## config.mk

```make
export PLATFORM = sky130hd
export DESIGN_NAME = signed_int_to_ascii_radix
export DESIGN_NICKNAME = d
export VERILOG_FILES = /design/src/design/itoa_pkg.sv /design/src/design/signed_int_to_ascii_radix.sv /design/src/design/itoa_front.sv /design/src/design/itoa_queue.sv /design/src/design/itoa_back.sv
export SDC_FILE = /design/constraint.sdc
export NUM_CORES = 1
export LEC_CHECK = 0
export BUFFER_PORTS_ARGS = -buffer_cell sky130_fd_sc_hd__buf_4
export CORE_ASPECT_RATIO = 0.7
export CORE_MARGIN = 2
export CORE_UTILIZATION = 35
export DETAILED_ROUTE_END_ITERATION = 10
export GPL_TIMING_DRIVEN = 0
export PLACE_DENSITY_LB_ADDON = 0.1
export SLEW_MARGIN = 10
export SYNTH_ARGS = -nofsm -noshare
export SYNTH_HDL_FRONTEND = slang
export SYNTH_SLANG_ARGS = --single-unit
export TNS_END_PERCENT = 30
```

## constraint.sdc

```tcl
create_clock -name clk_i -period 19.9 [get_ports clk_i]
set_input_delay 1.99 -clock clk_i [delete_from_list [all_inputs] [get_ports clk_i]]
set_output_delay 1.99 -clock clk_i [all_outputs]
set_load 0.02 [all_outputs]
```

## src/design/itoa_pkg.sv

```systemverilog
// Shared types, constants and helpers for the signed integer to ASCII converter.
package itoa_pkg;

  // Value width and field widths
  localparam int unsigned VALUE_BITS = 32;
  localparam int unsigned RADIX_W    = 8;
  localparam int unsigned DIGIT_W    = 6;
  localparam int unsigned CHAR_W     = 8;

  // Radix limits and fixed characters
  localparam logic [RADIX_W-1:0] MIN_RADIX  = 8'd2;
  localparam logic [RADIX_W-1:0] MAX_RADIX  = 8'd36;
  localparam logic [CHAR_W-1:0]  MINUS_CHAR = 8'h2D;
  localparam logic [CHAR_W-1:0]  BAD_CHAR   = 8'h00;
  localparam logic [CHAR_W-1:0]  ZERO_CHAR  = 8'h30;
  localparam logic [CHAR_W-1:0]  ALPHA_CHAR = 8'h61;
  localparam logic [DIGIT_W-1:0] TEN_DIGIT  = 6'd10;

  // Divider: STEP_BITS restoring steps per cycle
  localparam int unsigned STEP_BITS  = 8;
  localparam int unsigned DIV_CYCLES = (VALUE_BITS + STEP_BITS - 1) / STEP_BITS;
  localparam int unsigned PAD_BITS   = DIV_CYCLES * STEP_BITS;
  localparam int unsigned STEP_CNT_W = (DIV_CYCLES > 1) ? $clog2(DIV_CYCLES) : 1;
  localparam int unsigned DEPTH_W    = $clog2(VALUE_BITS + 1);

  // Job queue between front and back (depth a power of two, at least 2)
  localparam int unsigned QUEUE_DEPTH = 2;
  localparam int unsigned QPTR_W      = $clog2(QUEUE_DEPTH);
  localparam int unsigned QCNT_W      = $clog2(QUEUE_DEPTH + 1);

  typedef struct packed {
    logic signed [VALUE_BITS-1:0] number;
    logic [RADIX_W-1:0]           radix;
  } in_item_t;

  typedef struct packed {
    logic [CHAR_W-1:0] character;
    logic              final_res;
    logic              bad_radix;
  } out_item_t;

  // Classified job handed from front to back
  typedef struct packed {
    logic                  bad;
    logic                  neg;
    logic [VALUE_BITS-1:0] mag;
    logic [DIGIT_W-1:0]    radix;
  } job_t;

  // Digit value 0..35 to its ASCII glyph
  function automatic logic [CHAR_W-1:0] digit_glyph(input logic [DIGIT_W-1:0] d);
    logic [CHAR_W-1:0] g;
    if (d < TEN_DIGIT) begin
      g = ZERO_CHAR + CHAR_W'(d);
    end else begin
      g = ALPHA_CHAR + CHAR_W'(d - TEN_DIGIT);
    end
    return g;
  endfunction

endpackage

```

## src/design/signed_int_to_ascii_radix.sv

```systemverilog
// Top level: signed integer to ASCII text converter, radix 2 to 36.
//
//   channel   handshake        payload            direction
//   input     push / full      in_item_i          into block, one number+radix
//   result    pop / empty      out_item_o         out of block, one character
//
// Each digit is produced by the shared divider, which retires
// 8 quotient bits a cycle; the digits then drain at one character a cycle
// while the result is popped. Reset is asynchronous and empties all queues.
// A held result stalls only the drain; the front and job queue keep
// taking items until they are full.
module signed_int_to_ascii_radix (
  input  logic                clk_i,
  input  logic                rst_ni,
  input  logic                push,
  output logic                full,
  input  itoa_pkg::in_item_t  in_item_i,
  output logic                empty,
  input  logic                pop,
  output itoa_pkg::out_item_t out_item_o
);
  import itoa_pkg::*;

  logic fr_valid, fr_ready;
  job_t fr_job;
  logic bk_valid, bk_ready;
  job_t bk_job;
  logic res_valid;

  itoa_front u_front (
    .clk_i       (clk_i),
    .rst_ni      (rst_ni),
    .push        (push),
    .full        (full),
    .in_item_i   (in_item_i),
    .job_valid_o (fr_valid),
    .job_ready_i (fr_ready),
    .job_o       (fr_job)
  );

  itoa_queue u_queue (
    .clk_i      (clk_i),
    .rst_ni     (rst_ni),
    .wr_valid_i (fr_valid),
    .wr_ready_o (fr_ready),
    .wr_job_i   (fr_job),
    .rd_valid_o (bk_valid),
    .rd_ready_i (bk_ready),
    .rd_job_o   (bk_job)
  );

  itoa_back u_back (
    .clk_i       (clk_i),
    .rst_ni      (rst_ni),
    .job_valid_i (bk_valid),
    .job_ready_o (bk_ready),
    .job_i       (bk_job),
    .res_valid_o (res_valid),
    .res_pop_i   (pop),
    .res_o       (out_item_o)
  );

  assign empty = !res_valid;

  // A bad-radix item is always a lone final character of code zero
  a_bad_is_final: assert property (@(posedge clk_i) disable iff (!rst_ni)
    (!empty && out_item_o.bad_radix) |->
      (out_item_o.final_res && out_item_o.character == BAD_CHAR))
    else $error("bad radix result not final or nonzero");

  // The minus sign never ends a run
  a_sign_not_final: assert property (@(posedge clk_i) disable iff (!rst_ni)
    (!empty && out_item_o.character == MINUS_CHAR) |-> !out_item_o.final_res)
    else $error("minus sign marked as last character");

  // After a sign is taken, the next character shown is a digit, not another sign
  a_digit_after_sign: assert property (@(posedge clk_i) disable iff (!rst_ni)
    (!empty && pop && out_item_o.character == MINUS_CHAR) ##1 !empty |->
      (out_item_o.character != MINUS_CHAR && !out_item_o.bad_radix))
    else $error("sign not followed by a digit");

endmodule

```

## src/design/itoa_front.sv

```systemverilog
// Front end: input register and classification of each item into a job.
module itoa_front (
  input  logic               clk_i,
  input  logic               rst_ni,
  input  logic               push,
  output logic               full,
  input  itoa_pkg::in_item_t in_item_i,
  output logic               job_valid_o,
  input  logic               job_ready_i,
  output itoa_pkg::job_t     job_o
);
  import itoa_pkg::*;

  logic     in_vld_q;
  in_item_t in_q;
  logic     accept;

  // One-entry input buffer; refills in the cycle it hands off
  assign full   = in_vld_q && !job_ready_i;
  assign accept = push && !full;

  always_ff @(posedge clk_i or negedge rst_ni) begin
    if (!rst_ni) begin
      in_vld_q <= 1'b0;
    end else if (accept) begin
      in_vld_q <= 1'b1;
    end else if (job_ready_i) begin
      in_vld_q <= 1'b0;
    end
  end

  always_ff @(posedge clk_i) begin
    if (accept) begin
      in_q <= in_item_i;
    end
  end

  // Classify: radix range, sign, magnitude (minimum value maps to top bit)
  always_comb begin
    job_o.bad   = (in_q.radix < MIN_RADIX) || (in_q.radix > MAX_RADIX);
    job_o.neg   = in_q.number[VALUE_BITS-1];
    job_o.mag   = job_o.neg ? (VALUE_BITS'(0) - VALUE_BITS'(in_q.number))
                            : VALUE_BITS'(in_q.number);
    job_o.radix = in_q.radix[DIGIT_W-1:0];
  end

  assign job_valid_o = in_vld_q;

endmodule

```

## src/design/itoa_queue.sv

```systemverilog
// Short job queue decoupling the front end from the conversion engine.
module itoa_queue (
  input  logic           clk_i,
  input  logic           rst_ni,
  input  logic           wr_valid_i,
  output logic           wr_ready_o,
  input  itoa_pkg::job_t wr_job_i,
  output logic           rd_valid_o,
  input  logic           rd_ready_i,
  output itoa_pkg::job_t rd_job_o
);
  import itoa_pkg::*;

  job_t              slot_q [QUEUE_DEPTH];
  logic [QPTR_W-1:0] wptr_q, rptr_q;
  logic [QCNT_W-1:0] cnt_q;
  logic              wr_en, rd_en;

  assign wr_ready_o = (cnt_q != QCNT_W'(QUEUE_DEPTH));
  assign rd_valid_o = (cnt_q != '0);
  assign wr_en      = wr_valid_i && wr_ready_o;
  assign rd_en      = rd_ready_i && rd_valid_o;
  assign rd_job_o   = slot_q[rptr_q];

  // Pointers and fill count
  always_ff @(posedge clk_i or negedge rst_ni) begin
    if (!rst_ni) begin
      wptr_q <= '0;
      rptr_q <= '0;
      cnt_q  <= '0;
    end else begin
      if (wr_en) begin
        wptr_q <= wptr_q + QPTR_W'(1);
      end
      if (rd_en) begin
        rptr_q <= rptr_q + QPTR_W'(1);
      end
      if (wr_en && !rd_en) begin
        cnt_q <= cnt_q + QCNT_W'(1);
      end else if (rd_en && !wr_en) begin
        cnt_q <= cnt_q - QCNT_W'(1);
      end
    end
  end

  // Storage
  always_ff @(posedge clk_i) begin
    if (wr_en) begin
      slot_q[wptr_q] <= wr_job_i;
    end
  end

endmodule

```

## src/design/itoa_back.sv

```systemverilog
// Conversion engine: iterative divider, digit stack and output register.
module itoa_back (
  input  logic                clk_i,
  input  logic                rst_ni,
  input  logic                job_valid_i,
  output logic                job_ready_o,
  input  itoa_pkg::job_t      job_i,
  output logic                res_valid_o,
  input  logic                res_pop_i,
  output itoa_pkg::out_item_t res_o
);
  import itoa_pkg::*;

  localparam logic [2:0] S_IDLE = 3'd0;
  localparam logic [2:0] S_DIV  = 3'd1;
  localparam logic [2:0] S_SIGN = 3'd2;
  localparam logic [2:0] S_EMIT = 3'd3;
  localparam logic [2:0] S_BAD  = 3'd4;

  logic [2:0]            state_q, state_d;
  logic [PAD_BITS-1:0]   work_q, work_d;
  logic [DIGIT_W-1:0]    rem_q, rem_d;
  logic [DIGIT_W-1:0]    radix_q, radix_d;
  logic                  neg_q, neg_d;
  logic [STEP_CNT_W-1:0] step_q, step_d;
  logic [DIGIT_W-1:0]    stack_q [VALUE_BITS];
  logic [DIGIT_W-1:0]    stack_d [VALUE_BITS];
  logic [DEPTH_W-1:0]    depth_q, depth_d;
  logic                  out_vld_q, out_vld_d;
  out_item_t             out_q, out_d;

  logic                  out_free;
  logic [PAD_BITS-1:0]   step_work;
  logic [DIGIT_W-1:0]    step_rem;
  logic                  last_step;

  assign out_free    = !out_vld_q || res_pop_i;
  assign res_valid_o = out_vld_q;
  assign res_o       = out_q;
  assign job_ready_o = (state_q == S_IDLE);
  assign last_step   = (step_q == STEP_CNT_W'(DIV_CYCLES - 1));

  // STEP_BITS restoring division steps on the narrow remainder
  always_comb begin
    logic [DIGIT_W:0]    t;
    logic [DIGIT_W-1:0]  r;
    logic [PAD_BITS-1:0] w;
    logic                qb;
    r = rem_q;
    w = work_q;
    for (int i = 0; i < STEP_BITS; i++) begin
      t = {r, w[PAD_BITS-1]};
      if (t >= {1'b0, radix_q}) begin
        t  = t - {1'b0, radix_q};
        qb = 1'b1;
      end else begin
        qb = 1'b0;
      end
      r = t[DIGIT_W-1:0];
      w = {w[PAD_BITS-2:0], qb};
    end
    step_rem  = r;
    step_work = w;
  end

  // Sequencer
  always_comb begin
    state_d   = state_q;
    work_d    = work_q;
    rem_d     = rem_q;
    radix_d   = radix_q;
    neg_d     = neg_q;
    step_d    = step_q;
    stack_d   = stack_q;
    depth_d   = depth_q;
    out_d     = out_q;
    out_vld_d = out_vld_q && !res_pop_i;

    unique case (state_q)
      S_IDLE: begin
        if (job_valid_i) begin
          work_d  = PAD_BITS'(job_i.mag);
          rem_d   = '0;
          radix_d = job_i.radix;
          neg_d   = job_i.neg;
          step_d  = '0;
          depth_d = '0;
          state_d = job_i.bad ? S_BAD : S_DIV;
        end
      end
      S_DIV: begin
        if (last_step) begin
          // digit done: push it, continue with the quotient
          stack_d[0] = step_rem;
          for (int i = 1; i < VALUE_BITS; i++) begin
            stack_d[i] = stack_q[i-1];
          end
          depth_d = depth_q + DEPTH_W'(1);
          work_d  = step_work;
          rem_d   = '0;
          step_d  = '0;
          if (step_work == '0) begin
            state_d = neg_q ? S_SIGN : S_EMIT;
          end
        end else begin
          work_d = step_work;
          rem_d  = step_rem;
          step_d = step_q + STEP_CNT_W'(1);
        end
      end
      S_SIGN: begin
        if (out_free) begin
          out_vld_d = 1'b1;
          out_d     = '{character: MINUS_CHAR, final_res: 1'b0, bad_radix: 1'b0};
          state_d   = S_EMIT;
        end
      end
      S_EMIT: begin
        if (out_free) begin
          out_vld_d = 1'b1;
          out_d     = '{character: digit_glyph(stack_q[0]),
                        final_res: (depth_q == DEPTH_W'(1)), bad_radix: 1'b0};
          for (int i = 0; i < VALUE_BITS - 1; i++) begin
            stack_d[i] = stack_q[i+1];
          end
          stack_d[VALUE_BITS-1] = '0;
          depth_d = depth_q - DEPTH_W'(1);
          if (depth_q == DEPTH_W'(1)) begin
            state_d = S_IDLE;
          end
        end
      end
      S_BAD: begin
        if (out_free) begin
          out_vld_d = 1'b1;
          out_d     = '{character: BAD_CHAR, final_res: 1'b1, bad_radix: 1'b1};
          state_d   = S_IDLE;
        end
      end
      default: begin
        state_d = S_IDLE;
      end
    endcase
  end

  // Control state
  always_ff @(posedge clk_i or negedge rst_ni) begin
    if (!rst_ni) begin
      state_q   <= S_IDLE;
      step_q    <= '0;
      depth_q   <= '0;
      out_vld_q <= 1'b0;
    end else begin
      state_q   <= state_d;
      step_q    <= step_d;
      depth_q   <= depth_d;
      out_vld_q <= out_vld_d;
    end
  end

  // Datapath
  always_ff @(posedge clk_i) begin
    work_q  <= work_d;
    rem_q   <= rem_d;
    radix_q <= radix_d;
    neg_q   <= neg_d;
    stack_q <= stack_d;
    out_q   <= out_d;
  end

endmodule

```

==> summary.md <==
| Metric | Value |
|---|---|
| Cts hold-fix bufs | `0` |
| Area growth syn-to-layout | `14.93%` |
| R2R Setup Slk | `1.42 ns` |
| GRT met2 Usage | `0.2026` |
| Routed length per instance | `16.83 um` |
| Clock root cell | `clkbuf_16` |
| Reg clk slew, reported paths | `0.06 ns` |
| Drt pass-1 iters | `5` |
| Top_reg_cell synth | `edfxtp_1` |
| FF/Latch Area | `0.01145 mm2` |
| Initial Utilization | `0.3551` |
| CP peak stage delay | `0.57 ns` |
| Flip-flop and latch count after synthesis | `384` |
| Logic pwr share | `0.070` |
| Clock Path Buffers | `3` |
| Met1 Usage GRT | `0.2589` |
| CP top delay family | `compound AO/OA/AOI/OAI gates` |
| Most common cell after layout, fill and taps aside | `nand2_1` |
| Multi-input gate area | `0.007253 mm2` |
| Site row count | `71` |
| Busiest layer in global routing | `met1` |
| Most frequent cells in the layout | `628 x nand2_1, 367 x edfxtp_1, 82 x o21ai_0, 74 x clkbuf_1` |
| Worst Path Buf+Inv | `6` |
| Via count | `13040` |
| Worst-Margin Slew | `1.083 ns` |
| EDFF count, synth | `367` |
| Met3 GRT Util | `0.02591` |
| Max cap viols | `0` |
| Worst hold path type | `reg -> reg` |
| Final wirelength | `44.37 mm` |
| I/O Pins | `56` |
| Die Height | `199.5 um` |
| Syn nets | `1882` |
| Fin crit period | `18.48 ns` |
| Cell Area, Synth | `0.01911 mm2` |
| Sequential fraction of the synthesis area | `0.5988` |
| Drt drc | `0` |
| Pint | `1463 uW` |
| Util after Layout | `0.4081` |
| Die width | `283.3 um` |
| Largest fanout on the critical path | `10` |
| 1st-iter DRT viols | `1009` |
| Worst Path Class, Setup | `reg -> reg` |
| Total negative slack | `0 ns` |
| Switching share of power | `0.2242` |
| Final net count | `1987` |
| Share of cells above drive strength 1 | `0.09244` |
| Crit path DAT | `18.89 ns` |
| CTS H-tree depth | `2` |
| Detailed placement HPWL | `31.55 mm` |
| Sw Pwr | `422.8 uW` |
| Peak VDD IR | `0.06551 mV` |
| Sink Count | `384` |
| FMAX | `54.12 MHz` |
| CP Launch Type | `flip-flop` |
| Fin. Hold Viols | `0` |
| Global-route wire length before repair | `69.55 mm` |
| Crit share post-route | `0.9284` |
| Power Density | `85.84 mW/mm2` |
| CP max-delay cell | `o32ai_2` |
| Post-Syn Area per Cell | `10.79 um2` |
| Post-synthesis cell type count | `73` |
| Total track usage | `0.1561` |
| Number of global-route vias before repair | `12270` |
| Cells after synthesis | `1772` |
| Ys Warns | `0` |
| Final global-route overflow total | `0` |
| Initial antenna violation count | `2` |
| Die ar. | `0.05653 mm2` |
| Final hold slack | `0.4767 ns` |
| Worst EP required | `20.32 ns` |
| Clock latency on the worst-skew pair | `0.56 ns` |
| Outcome | `completed` |
| Final-layout fill cell count | `5265` |
| # setup viols final | `0` |
| Antenna Nets Post-Route | `0` |
| Rel. slew slack | `0.2751` |
| Slew Viols, Final | `0` |
| Critical Path End Type | `flip-flop` |
| GP Congestion | `0.8563` |
| Largest net degree at the start of global routing | `104` |
| R2r worst-path depth | `76` |
| Flop pwr share | `0.527` |
| Vias per cell | `4.946` |
| Total core area | `0.05383 mm2` |
| Clock Power Share | `0.403` |
| Levels on crit path | `76` |
| CTS buffer count | `41` |
| Hold Path Depth | `0` |
| Leak | `0.008506 uW` |
| IO Port Bufs | `55` |
| TritonCTS clock tree | `yes` |
| Clock skew | `0.01894 ns` |
| Asr flop ratio synth | `0.04427` |
repair_timing:
item                       4_1_cts  5_1_grt
setup endpoints to repair       15       15
gates resized for setup          3       16
pin swaps                        0        1
setup buffers                    2        0
stage by stage:
step	instances	total power (uW)	setup WS, ns	cell area [um2]
2_1_floorplan	1772	1083	3.710	19110
3_3_place_gp	2557	1134	-0.6103	20440
3_5_place_dp	2562	1147	-0.7965	20580
4_1_cts	2634	1914	0.1339	21900
5_1_grt	2635	1957	-0.009653	21970
6_report	2636	1886	1.424	21970
area by class of cell:
type,count,area share
Sequential cell,384,0.5210
Timing Repair Buffer,62,0.02506
Buffer,69,0.01270
Inverter,57,0.01042
Clock inverter,19,0.01042
Antenna cell,2,0.0002278
Clock buffer,51,0.04841
Multi-Input combinational cell,1262,0.3302
Tap cell,730,0.04158
state kept, by name, summed over array words and instances, names as in the netlist:
signal and flops:
u_back.radix_q 6, u_front.job_o 7, u_queue.slot_q 80, u_queue.wptr_q 1, u_queue.cnt_q 2, u_back.res_valid_o 1, u_queue.rptr_q 1, u_back.work_q 32
u_back.step_q 2, u_back.depth_q 6, u_back.stack_q 192, u_back.state_q 3, u_front.in_q 33, u_front.job_valid_o 1, u_back.res_o 10, u_back.rem_q 6
u_back.neg_q 1
path summary, 6_finish.rpt:
check | startpoint | endpoint
setup / recovery | u_back.radix_q[2] | u_back.state_q[0]
hold / removal | u_front.job_o[4] | u_queue.slot_q[0][4]
setup reg to reg | u_back.radix_q[2] | u_back.state_q[0]
hold reg to reg | u_front.job_o[4] | u_queue.slot_q[0][4]
max in group asynchronous | rst_ni | u_back.state_q[0]
min in group asynchronous | rst_ni | u_front.job_valid_o
logic make-up (layout without fill, tap and decap cells):
kind of cell | after synthesis | in the layout | synth area share
other cells | 0 | 2 | 0
simple gates | 815 | 815 | 0.1763
fa+ha+maj | 66 | 66 | 0.04634
mux | 57 | 57 | 0.03070
flops | 384 | 384 | 0.5988
xor+xnor | 67 | 67 | 0.03070
buf+inv | 126 | 258 | 0.02579
compound gates | 257 | 257 | 0.09132
per-layer routing:
metal  part of all wire  up-vias
li1                   -     6432
met1               0.56     6289
met2               0.38      254
met3              0.049       60
met4              0.017        2
met5            0.00029        -
power groups by stage:
stage | Clock (uW) | Sequential [uW] | Combinational (uW)
2_1_floorplan | 0 | 1010 | 76.2
3_5_place_dp | 0 | 1010 | 136
5_1_grt | 810 | 1000 | 147
4_1_cts | 784 | 994 | 137
6_report | 760 | 994 | 132
3_3_place_gp | 0 | 1010 | 119
synthesized netlist by cell type (3+ instances only):
| cell type | number | share of area |
|---|---|---|
| a211oi_2 | 3 | 0.0020 |
| fa_1 | 8 | 0.0084 |
| or3_1 | 10 | 0.0033 |
| a31oi_1 | 8 | 0.0026 |
| and2_1 | 13 | 0.0043 |
| o21ai_0 | 86 | 0.023 |
| a221o_1 | 3 | 0.0016 |
| a21oi_1 | 45 | 0.012 |
| edfxtp_1 | 367 | 0.58 |
| o31ai_1 | 11 | 0.0043 |
| o21a_1 | 13 | 0.0051 |
| o31a_1 | 5 | 0.0023 |
| o21bai_1 | 6 | 0.0024 |
| nor3_1 | 20 | 0.0052 |
| nand2b_1 | 11 | 0.0036 |
| o21ai_1 | 8 | 0.0021 |
| nand3b_1 | 4 | 0.0016 |
| a211oi_1 | 4 | 0.0016 |
| nand3_1 | 19 | 0.0050 |
| o211ai_1 | 7 | 0.0027 |
| mux2_2 | 13 | 0.0077 |
| ha_1 | 58 | 0.038 |
| clkbuf_1 | 64 | 0.013 |
| or4_1 | 4 | 0.0016 |
| o41ai_1 | 3 | 0.0014 |
| nand4_1 | 9 | 0.0029 |
| a21o_1 | 16 | 0.0063 |
| nor2_1 | 54 | 0.011 |
| nor4_1 | 13 | 0.0043 |
| a211o_1 | 3 | 0.0014 |
| mux2i_1 | 44 | 0.023 |
| nand2_1 | 629 | 0.12 |
| and3_1 | 5 | 0.0016 |
| nor2b_1 | 13 | 0.0043 |
| dfrtp_1 | 17 | 0.022 |
| xor2_1 | 18 | 0.0082 |
| xnor2_1 | 49 | 0.022 |
| nor3b_1 | 5 | 0.0020 |
| a21boi_0 | 5 | 0.0020 |
| inv_1 | 57 | 0.011 |
No activity file was read; power rests on OpenSTA's default activity.
